## src/hdl/dpp_pkg.sv

```systemverilog
// Shared constants and types for the derivation path parser.
`default_nettype none
package dpp_pkg;

    // Largest component count the hardware allows, whatever the register says
    localparam logic [4:0] MAX_COMPONENTS = 5'd16;
    localparam logic [4:0] MAX_COMP_RESET = 5'd16;

    // Largest component value without the hardened bit
    localparam logic [34:0] INDEX_LIMIT = 35'h07FFF_FFFF;

    // Character codes
    localparam logic [7:0] CH_NUL   = 8'h00;
    localparam logic [7:0] CH_LO_M  = 8'h6D;
    localparam logic [7:0] CH_UP_M  = 8'h4D;
    localparam logic [7:0] CH_SLASH = 8'h2F;
    localparam logic [7:0] CH_APOS  = 8'h27;
    localparam logic [7:0] CH_LO_H  = 8'h68;
    localparam logic [7:0] CH_UP_H  = 8'h48;
    localparam logic [7:0] CH_ZERO  = 8'h30;
    localparam logic [7:0] CH_NINE  = 8'h39;

    // Summary status codes
    localparam logic [1:0] ST_OK      = 2'd0;
    localparam logic [1:0] ST_SYNTAX  = 2'd1;
    localparam logic [1:0] ST_TOOMANY = 2'd2;

    // Result kinds
    localparam logic KIND_COMPONENT = 1'b0;
    localparam logic KIND_SUMMARY   = 1'b1;

    // Output queue depth
    localparam int unsigned QUEUE_DEPTH = 3;

    // One result beat
    typedef struct packed {
        logic        kind;
        logic [31:0] index_value;
        logic [1:0]  status;
        logic [4:0]  component_count;
        logic        last_result;
    } result_t;

endpackage
`default_nettype wire

```

## src/hdl/derivation_path_parser.sv

```systemverilog
// Top level: streaming key-path parser, one character beat in, component and summary beats out.
//
// Path characters arrive one per beat on the s_ channel (s_tdata = char_byte).
// A zero byte ends the path. Each component that closes validly produces a
// component beat (m_tuser = 0) carrying its index, bit 31 set when hardened.
// The terminator produces a summary beat (m_tuser = 1) with status and count.
// m_tlast marks the last beat caused by one input character.
// The parse state updates at the accepting edge; results are registered into a
// three-entry output queue whose head register drives the m_ channel.
// Throughput is one character per cycle while s_tready is high. A character
// that closes a component and ends the path yields two beats; s_tready drops
// while the queue holds two or more beats.
// When the receiver stalls, the queue fills and s_tready goes low; nothing is
// lost. Reset clears the parse state, empties the queue and sets the
// component limit register to 16. cfg_we writes the limit (used as the
// smaller of it and 16); the user is to use it only while the block is idle,
// which the block itself does not enforce.
`default_nettype none
module derivation_path_parser
    import dpp_pkg::*;
(
    input  wire logic        clk,
    input  wire logic        rst_n,
    // configuration
    input  wire logic        cfg_we,
    input  wire logic [4:0]  cfg_wdata,     // max_components
    // character input
    input  wire logic        s_tvalid,
    output logic             s_tready,
    input  wire logic [7:0]  s_tdata,       // [7:0] char_byte
    // result output
    output logic             m_tvalid,
    input  wire logic        m_tready,
    output logic [39:0]      m_tdata,       // [31:0] index_value, [33:32] status,
                                            // [38:34] component_count, [39] zero
    output logic             m_tuser,       // result_kind
    output logic             m_tlast        // last_result
);

    typedef enum logic [2:0] {
        PH_START,
        PH_AFTER_M,
        PH_EXPECT,
        PH_DIGITS,
        PH_MARKED,
        PH_ERROR
    } phase_t;

    phase_t      phase_reg, phase_next;
    logic [30:0] accum_reg, accum_next;
    logic        ovf_reg, ovf_next;
    logic        hard_reg, hard_next;
    logic [4:0]  seen_reg, seen_next;
    logic [1:0]  error_code_reg, error_code_next;
    logic [4:0]  max_comp_reg;

    result_t     queue_reg [QUEUE_DEPTH];
    logic [1:0]  wr_ptr_reg, rd_ptr_reg;
    logic [1:0]  fifo_count_reg, fifo_count_next;

    function automatic logic [1:0] ptr_inc(input logic [1:0] p);
        ptr_inc = (p == 2'(QUEUE_DEPTH - 1)) ? 2'd0 : p + 2'd1;
    endfunction

    // Handshakes
    logic accept_beat, pop_beat;
    assign s_tready    = (fifo_count_reg <= 2'd1);
    assign accept_beat = s_tvalid && s_tready;
    assign pop_beat    = m_tvalid && m_tready;

    // Character classes and digit arithmetic
    logic        is_digit, is_marker, too_many;
    logic [3:0]  digit;
    logic [4:0]  limit;
    logic [34:0] accum_x10;
    assign is_digit  = (s_tdata >= CH_ZERO) && (s_tdata <= CH_NINE);
    assign is_marker = (s_tdata == CH_APOS) || (s_tdata == CH_LO_H) || (s_tdata == CH_UP_H);
    assign digit     = s_tdata[3:0];
    assign limit     = (max_comp_reg > MAX_COMPONENTS) ? MAX_COMPONENTS : max_comp_reg;
    assign too_many  = (seen_reg >= limit);
    assign accum_x10 = {1'b0, accum_reg, 3'b000} + {3'b000, accum_reg, 1'b0}
                       + {31'd0, digit};

    // Parse step
    result_t    res0, res1;
    logic [1:0] n_res;
    logic [4:0] seen_inc;
    logic       do_begin, do_summary;
    logic [1:0] summary_status;
    assign seen_inc = seen_reg + 5'd1;

    always_comb
    begin
        phase_next      = phase_reg;
        accum_next      = accum_reg;
        ovf_next        = ovf_reg;
        hard_next       = hard_reg;
        seen_next       = seen_reg;
        error_code_next = error_code_reg;
        res0            = '0;
        res1            = '0;
        n_res           = 2'd0;
        do_begin        = 1'b0;
        do_summary      = 1'b0;
        summary_status  = ST_OK;

        case (phase_reg)
            PH_START:
            begin
                if (s_tdata == CH_NUL)
                    do_summary = 1'b1;
                else if (s_tdata == CH_LO_M || s_tdata == CH_UP_M)
                    phase_next = PH_AFTER_M;
                else
                    do_begin = 1'b1;
            end
            PH_AFTER_M:
            begin
                if (s_tdata == CH_NUL)
                    do_summary = 1'b1;
                else if (s_tdata == CH_SLASH)
                    phase_next = PH_EXPECT;
                else
                    do_begin = 1'b1;
            end
            PH_EXPECT:
            begin
                if (s_tdata == CH_NUL)
                begin
                    do_summary     = 1'b1;
                    summary_status = ST_SYNTAX;
                end
                else
                    do_begin = 1'b1;
            end
            PH_DIGITS:
            begin
                if (is_digit)
                begin
                    if (ovf_reg || accum_x10 > INDEX_LIMIT)
                        ovf_next = 1'b1;
                    else
                        accum_next = accum_x10[30:0];
                end
                else if (ovf_reg)
                begin
                    if (s_tdata == CH_NUL)
                    begin
                        do_summary     = 1'b1;
                        summary_status = ST_SYNTAX;
                    end
                    else
                    begin
                        phase_next      = PH_ERROR;
                        error_code_next = ST_SYNTAX;
                    end
                end
                else if (is_marker)
                begin
                    hard_next  = 1'b1;
                    phase_next = PH_MARKED;
                end
                else if (s_tdata == CH_SLASH || s_tdata == CH_NUL)
                begin
                    res0.kind        = KIND_COMPONENT;
                    res0.index_value = {hard_reg, accum_reg};
                    seen_next        = seen_inc;
                    if (s_tdata == CH_SLASH)
                    begin
                        res0.last_result = 1'b1;
                        n_res            = 2'd1;
                        phase_next       = PH_EXPECT;
                    end
                    else
                        do_summary = 1'b1;
                end
                else
                begin
                    phase_next      = PH_ERROR;
                    error_code_next = ST_SYNTAX;
                end
            end
            PH_MARKED:
            begin
                if (s_tdata == CH_SLASH || s_tdata == CH_NUL)
                begin
                    res0.kind        = KIND_COMPONENT;
                    res0.index_value = {hard_reg, accum_reg};
                    seen_next        = seen_inc;
                    if (s_tdata == CH_SLASH)
                    begin
                        res0.last_result = 1'b1;
                        n_res            = 2'd1;
                        phase_next       = PH_EXPECT;
                    end
                    else
                        do_summary = 1'b1;
                end
                else
                begin
                    phase_next      = PH_ERROR;
                    error_code_next = ST_SYNTAX;
                end
            end
            default:
            begin
                phase_next = PH_ERROR;
                if (phase_reg != PH_ERROR)
                    error_code_next = ST_SYNTAX;
                if (s_tdata == CH_NUL)
                begin
                    do_summary     = 1'b1;
                    summary_status = (phase_reg != PH_ERROR) ? ST_SYNTAX : error_code_reg;
                end
            end
        endcase

        // First byte of a component
        if (do_begin)
        begin
            if (too_many)
            begin
                phase_next      = PH_ERROR;
                error_code_next = ST_TOOMANY;
            end
            else if (is_digit)
            begin
                accum_next = {27'd0, digit};
                ovf_next   = 1'b0;
                hard_next  = 1'b0;
                phase_next = PH_DIGITS;
            end
            else
            begin
                phase_next      = PH_ERROR;
                error_code_next = ST_SYNTAX;
            end
        end

        // End of path: summary beat, then clear for the next path
        if (do_summary)
        begin
            if (phase_reg == PH_DIGITS || phase_reg == PH_MARKED)
            begin
                if (!ovf_reg)
                begin
                    res1.kind            = KIND_SUMMARY;
                    res1.status          = summary_status;
                    res1.component_count = seen_inc;
                    res1.last_result     = 1'b1;
                    n_res                = 2'd2;
                end
                else
                begin
                    res0.kind            = KIND_SUMMARY;
                    res0.status          = summary_status;
                    res0.component_count = seen_reg;
                    res0.last_result     = 1'b1;
                    n_res                = 2'd1;
                end
            end
            else
            begin
                res0.kind            = KIND_SUMMARY;
                res0.status          = summary_status;
                res0.component_count = seen_reg;
                res0.last_result     = 1'b1;
                n_res                = 2'd1;
            end
            phase_next      = PH_START;
            accum_next      = '0;
            ovf_next        = 1'b0;
            hard_next       = 1'b0;
            seen_next       = '0;
            error_code_next = ST_OK;
        end
    end

    // Parse state and limit register
    always_ff @(posedge clk or negedge rst_n)
    begin
        if (!rst_n)
        begin
            phase_reg      <= PH_START;
            accum_reg      <= '0;
            ovf_reg        <= 1'b0;
            hard_reg       <= 1'b0;
            seen_reg       <= '0;
            error_code_reg <= ST_OK;
            max_comp_reg   <= MAX_COMP_RESET;
        end
        else
        begin
            if (accept_beat)
            begin
                phase_reg      <= phase_next;
                accum_reg      <= accum_next;
                ovf_reg        <= ovf_next;
                hard_reg       <= hard_next;
                seen_reg       <= seen_next;
                error_code_reg <= error_code_next;
            end
            if (cfg_we)
                max_comp_reg <= cfg_wdata;
        end
    end

    // Output queue count
    always_comb
    begin
        fifo_count_next = fifo_count_reg + (accept_beat ? n_res : 2'd0)
                          - (pop_beat ? 2'd1 : 2'd0);
    end

    // Output queue control
    always_ff @(posedge clk or negedge rst_n)
    begin
        if (!rst_n)
        begin
            wr_ptr_reg     <= '0;
            rd_ptr_reg     <= '0;
            fifo_count_reg <= '0;
        end
        else
        begin
            fifo_count_reg <= fifo_count_next;
            if (pop_beat)
                rd_ptr_reg <= ptr_inc(rd_ptr_reg);
            if (accept_beat && n_res == 2'd1)
                wr_ptr_reg <= ptr_inc(wr_ptr_reg);
            else if (accept_beat && n_res == 2'd2)
                wr_ptr_reg <= ptr_inc(ptr_inc(wr_ptr_reg));
        end
    end

    // Output queue storage
    always_ff @(posedge clk)
    begin
        if (accept_beat && n_res != 2'd0)
            queue_reg[wr_ptr_reg] <= res0;
        if (accept_beat && n_res == 2'd2)
            queue_reg[ptr_inc(wr_ptr_reg)] <= res1;
    end

    // Output channel from the queue head
    result_t head;
    assign head     = queue_reg[rd_ptr_reg];
    assign m_tvalid = (fifo_count_reg != 2'd0);
    assign m_tdata  = {1'b0, head.component_count, head.status, head.index_value};
    assign m_tuser  = head.kind;
    assign m_tlast  = head.last_result;

    // Checks
    a_count_range: assert property (@(posedge clk) disable iff (!rst_n)
        fifo_count_reg <= 2'(QUEUE_DEPTH))
        else $error("output queue count out of range");

    a_summary_last: assert property (@(posedge clk) disable iff (!rst_n)
        m_tvalid && m_tuser |-> m_tlast)
        else $error("summary beat not marked last");

    a_error_code: assert property (@(posedge clk) disable iff (!rst_n)
        phase_reg == PH_ERROR |-> error_code_reg != ST_OK)
        else $error("error phase without an error code");

    a_double_room: assert property (@(posedge clk) disable iff (!rst_n)
        accept_beat && n_res == 2'd2 |=> fifo_count_reg != 2'd0)
        else $error("two-result beat left queue empty");

endmodule
`default_nettype wire
```

## config.mk

```make
export PLATFORM = sky130hd
export DESIGN_NAME = derivation_path_parser
export DESIGN_NICKNAME = d
export VERILOG_FILES = /design/src/hdl/dpp_pkg.sv /design/src/hdl/derivation_path_parser.sv
export SDC_FILE = /design/constraint.sdc
export NUM_CORES = 1
export LEC_CHECK = 0
export BUFFER_PORTS_ARGS = -buffer_cell sky130_fd_sc_hd__buf_2
export CAP_MARGIN = 20
export CORE_MARGIN = 2
export CORE_UTILIZATION = 62
export CTS_CLUSTER_SIZE = 10
export DETAILED_ROUTE_END_ITERATION = 10
export HOLD_SLACK_MARGIN = 0.02
export PLACE_DENSITY_LB_ADDON = 0.08
export SYNTH_ARGS = -nofsm -noshare
export SYNTH_HDL_FRONTEND = slang
export SYNTH_SLANG_ARGS = --single-unit
```

## constraint.sdc

```tcl
create_clock -name clk -period 5.4 [get_ports clk]
set_input_delay 0.54 -clock clk [delete_from_list [all_inputs] [get_ports clk]]
set_output_delay 0.54 -clock clk [all_outputs]
set_load 0.02 [all_outputs]
```

==> metrics <==
critical path cell sequence inv_1 -> fa_1 -> inv_1 -> fa_1 -> a21o_1 -> a221oi_2 -> o21ba_2 -> o21ai_0 -> a2111oi_2 -> mux2_2 -> nor4_4 -> o31ai_4 -> buf_8 -> a22o_2; input/output buffers 60; clock net sink count 177; area of the die 0.0179 sq mm; number of CTS-inserted buffers 17; most frequent cells in the layout sky130_fd_sc_hd__nand2_1 (217), sky130_fd_sc_hd__a21oi_1 (147), sky130_fd_sc_hd__nand3_1 (110); Core Rows 47; post-cts sizing count 0; critical path buffer and inverter count 3; floorplan die height 134 um; number of flops mapped to enable cells by yosys 27; endpoint class of the critical path flip-flop; required time at the worst-slack endpoint 5.71 ns; via count of the first global-routing pass 8529; clock group share of total power 35.5%; Core Box Area 0.0165 sq mm; relative contribution of sequential cells to total power 43.4%; DR pass1 iterations 6; top cell type's share of synthesized area 18.4%; detail-routed via count per cell 6.23; final setup skew 0.0104 ns; post-detail-place hpwl 18500 um; clk_lat worst skew 0.43 ns; global-route wire length before repair 43600 um; met1 track utilization from global routing 42.6%; Routed Wire Length 26600 um; Starting DRT DRC Count 948; Netlist Area Pre-Place 0.0105 sq mm; Final Hold Viols 0; cell family contributing the most delay on the critical path compound AO/OA/AOI/OAI gates; Clock Root Buffer sky130_fd_sc_hd__clkbuf_16; clock tree from TritonCTS yes; setup-violating endpoint count in the final report 0; overall routing resource usage 30.3%; most common library cell in the layout ignoring fill and taps sky130_fd_sc_hd__nand2_1; Cell Pwr Density 309 mW/mm^2; startpoint kind of the worst setup timing path flip-flop; Avg Inst Size Synth 8.48 sq um; total via count in the routed design 9195; maximum fanout along the worst path 25; maxcap violations 0; peak supply drop 0.252 mV; number of flip-flops under the largest register name 123; Synth-to-Final Area Change 9.11%; post-CTS setup buffer count 0; FF+latch count, synth 177; antenna violations before repair 0; RSZ-0062 raised after global routing no; CTS clock-pin slew for the worst setup and hold paths 0.07 ns; post-synthesis instance total 1232; register area 0.00409 sq mm; cell-internal power 2.38 mW; met2 track demand over resource 48.5%; maximum clock rate 223 MHz; syn_nets 1321; part of the power in combinational logic 21.2%; number of warnings reported in the yosys synthesis log 0; fraction of final layout cells sized beyond drive strength 1 11.7%; total non-filler cell area in the finished layout 0.0114 sq mm; top post-synthesis cells by area sky130_fd_sc_hd__dfxtp_1 (18%), sky130_fd_sc_hd__dfrtp_1 (13%), sky130_fd_sc_hd__ha_1 (8.3%); number of ports placed on the die boundary 62; area of placed instances 0.0108 sq mm; type of the setup path with the least slack flip-flop to flip-flop; result of the run finished, final reports clean; Yosys top cell by area sky130_fd_sc_hd__dfxtp_1; count of unresolved DRC violations after routing 0; sequential element share of the synthesized area 39.1%; number of nets in the layout 1333; area of the multi-input gates 0.00594 sq mm; Fillers 1391; routability congestion estimate 0.922; number of slew-limit violations in the final report 0; hold buffer count at cts 0; Top FF cell, synth sky130_fd_sc_hd__dfxtp_1; largest net degree at the start of global routing 91; Net Sw Power 1.15 mW; number of H-tree levels 4; post-synthesis cell type count 84; count of nets left with antenna violations after detail routing 0; Final TNS setup 0 ns; part of the cycle the worst path needs 83.1%; x dimension of the die 134 um; overall overflow remaining after global route 0; Power, Total 3.53 mW; slew at the pin with the worst max-slew slack 0.940 ns; time the final worst path needs with I/O delays and setup 4.49 ns; GR peak layer met2; starting density of the core 63.3%; Data arrival, critical path 4.80 ns; Switching Share 32.5%; maximum count of clock buffers along a single path 2; slew margin rel. 37.3%; post-synthesis async set-or-reset flop share 30.5%; maximum cell stage delay along the critical path 0.49 ns; average wire per cell in the routed design 18.0 um; met3 Track Usage GR 5.44%; Diodes inserted 0; cell with the biggest individual delay on the critical path sky130_fd_sc_hd__dfrtp_1; total leakage power 4.81 nW; Worst Hold Class primary input to async pin
## area by class of cell
cell class              instances  share of cell area (%)
well taps                     220                    2.41
clock buffers                  19                    4.07
inverters                      18                   0.592
flip-flops and latches        177                    35.8
clock inverters                13                    1.21
repair buffers                 76                    3.75
multi-input cells             954                    52.1
## cell usage after synthesis (all sizes together), types with 6 or more instances
cell	n
nand2	218
a21o	16
buf	22
clkbuf	60
edfxtp	27
mux2	6
a211oi	7
xor2	13
nor2	47
and3	7
a22o	23
nand3	110
a21oi	147
ha	69
inv	18
nor2b	7
o21ai	103
nor3	19
o211ai	6
o31ai	12
dfrtp	53
xnor2	15
a32o	7
mux2i	44
nand4	8
dfxtp	96
## cell families after synthesis
| family | count (synthesis) | synth area share (%) |
|---|---|---|
| AOI/OAI and AO/OA | 358 | 21.3 |
| xor gates and xnor gates | 28 | 2.35 |
| adders and majority gates | 71 | 8.64 |
| buffers and inverters | 101 | 4.21 |
| DFF | 177 | 39.1 |
| muxes | 50 | 4.86 |
| other | 1 | 0.0359 |
| and+or+nand+nor | 446 | 19.5 |
## metrics by stage
step / setup slack (ns) / instances / hold slack, ns / utilization, %
final: 0.913 / 1477 / 0.235 / 69.0
after CTS: 0.813 / 1476 / 0.259 / 68.9
after global placement: 0.570 / 1444 / 0.441 / 65.3
after global routing: 0.642 / 1477 / 0.303 / 69.0
after floorplan: 0.800 / 1232 / 0.244 / -
after detailed placement: 0.546 / 1444 / 0.446 / 65.3
## per-layer routing
metal  vias up  share of wire [%]
li1       4466                  -
met1      4389                 46
met2       299                 46
met3        41                6.3
met4         0                1.6
met5         -                  0
## power groups by stage
stage          Sequential, mW  Combinational (mW)  Clock, mW
2_1_floorplan            1.46               0.642          0
3_3_place_gp             1.55               0.736          0
3_5_place_dp             1.55               0.746          0
4_1_cts                  1.53               0.749       1.26
5_1_grt                  1.54               0.832       1.32
6_report                 1.53               0.747       1.25
## path summary, 6_finish.rpt
path,start,end,slack (ns),depth (start not counted)
min in group clk,cfg_wdata[1],max_comp_reg[1],0.34,2
worst max register to register,accum_reg[2],accum_reg[26],0.91,14
worst min-delay path,rst_n,phase_reg[0],0.23,2
worst min register to register,queue_reg[2][19],queue_reg[2][19],0.45,2
worst max-delay path,accum_reg[2],accum_reg[26],0.91,14
max in group asynchronous,rst_n,rd_ptr_reg[0],4.65,2
No activity file was read; power rests on OpenSTA's default activity.
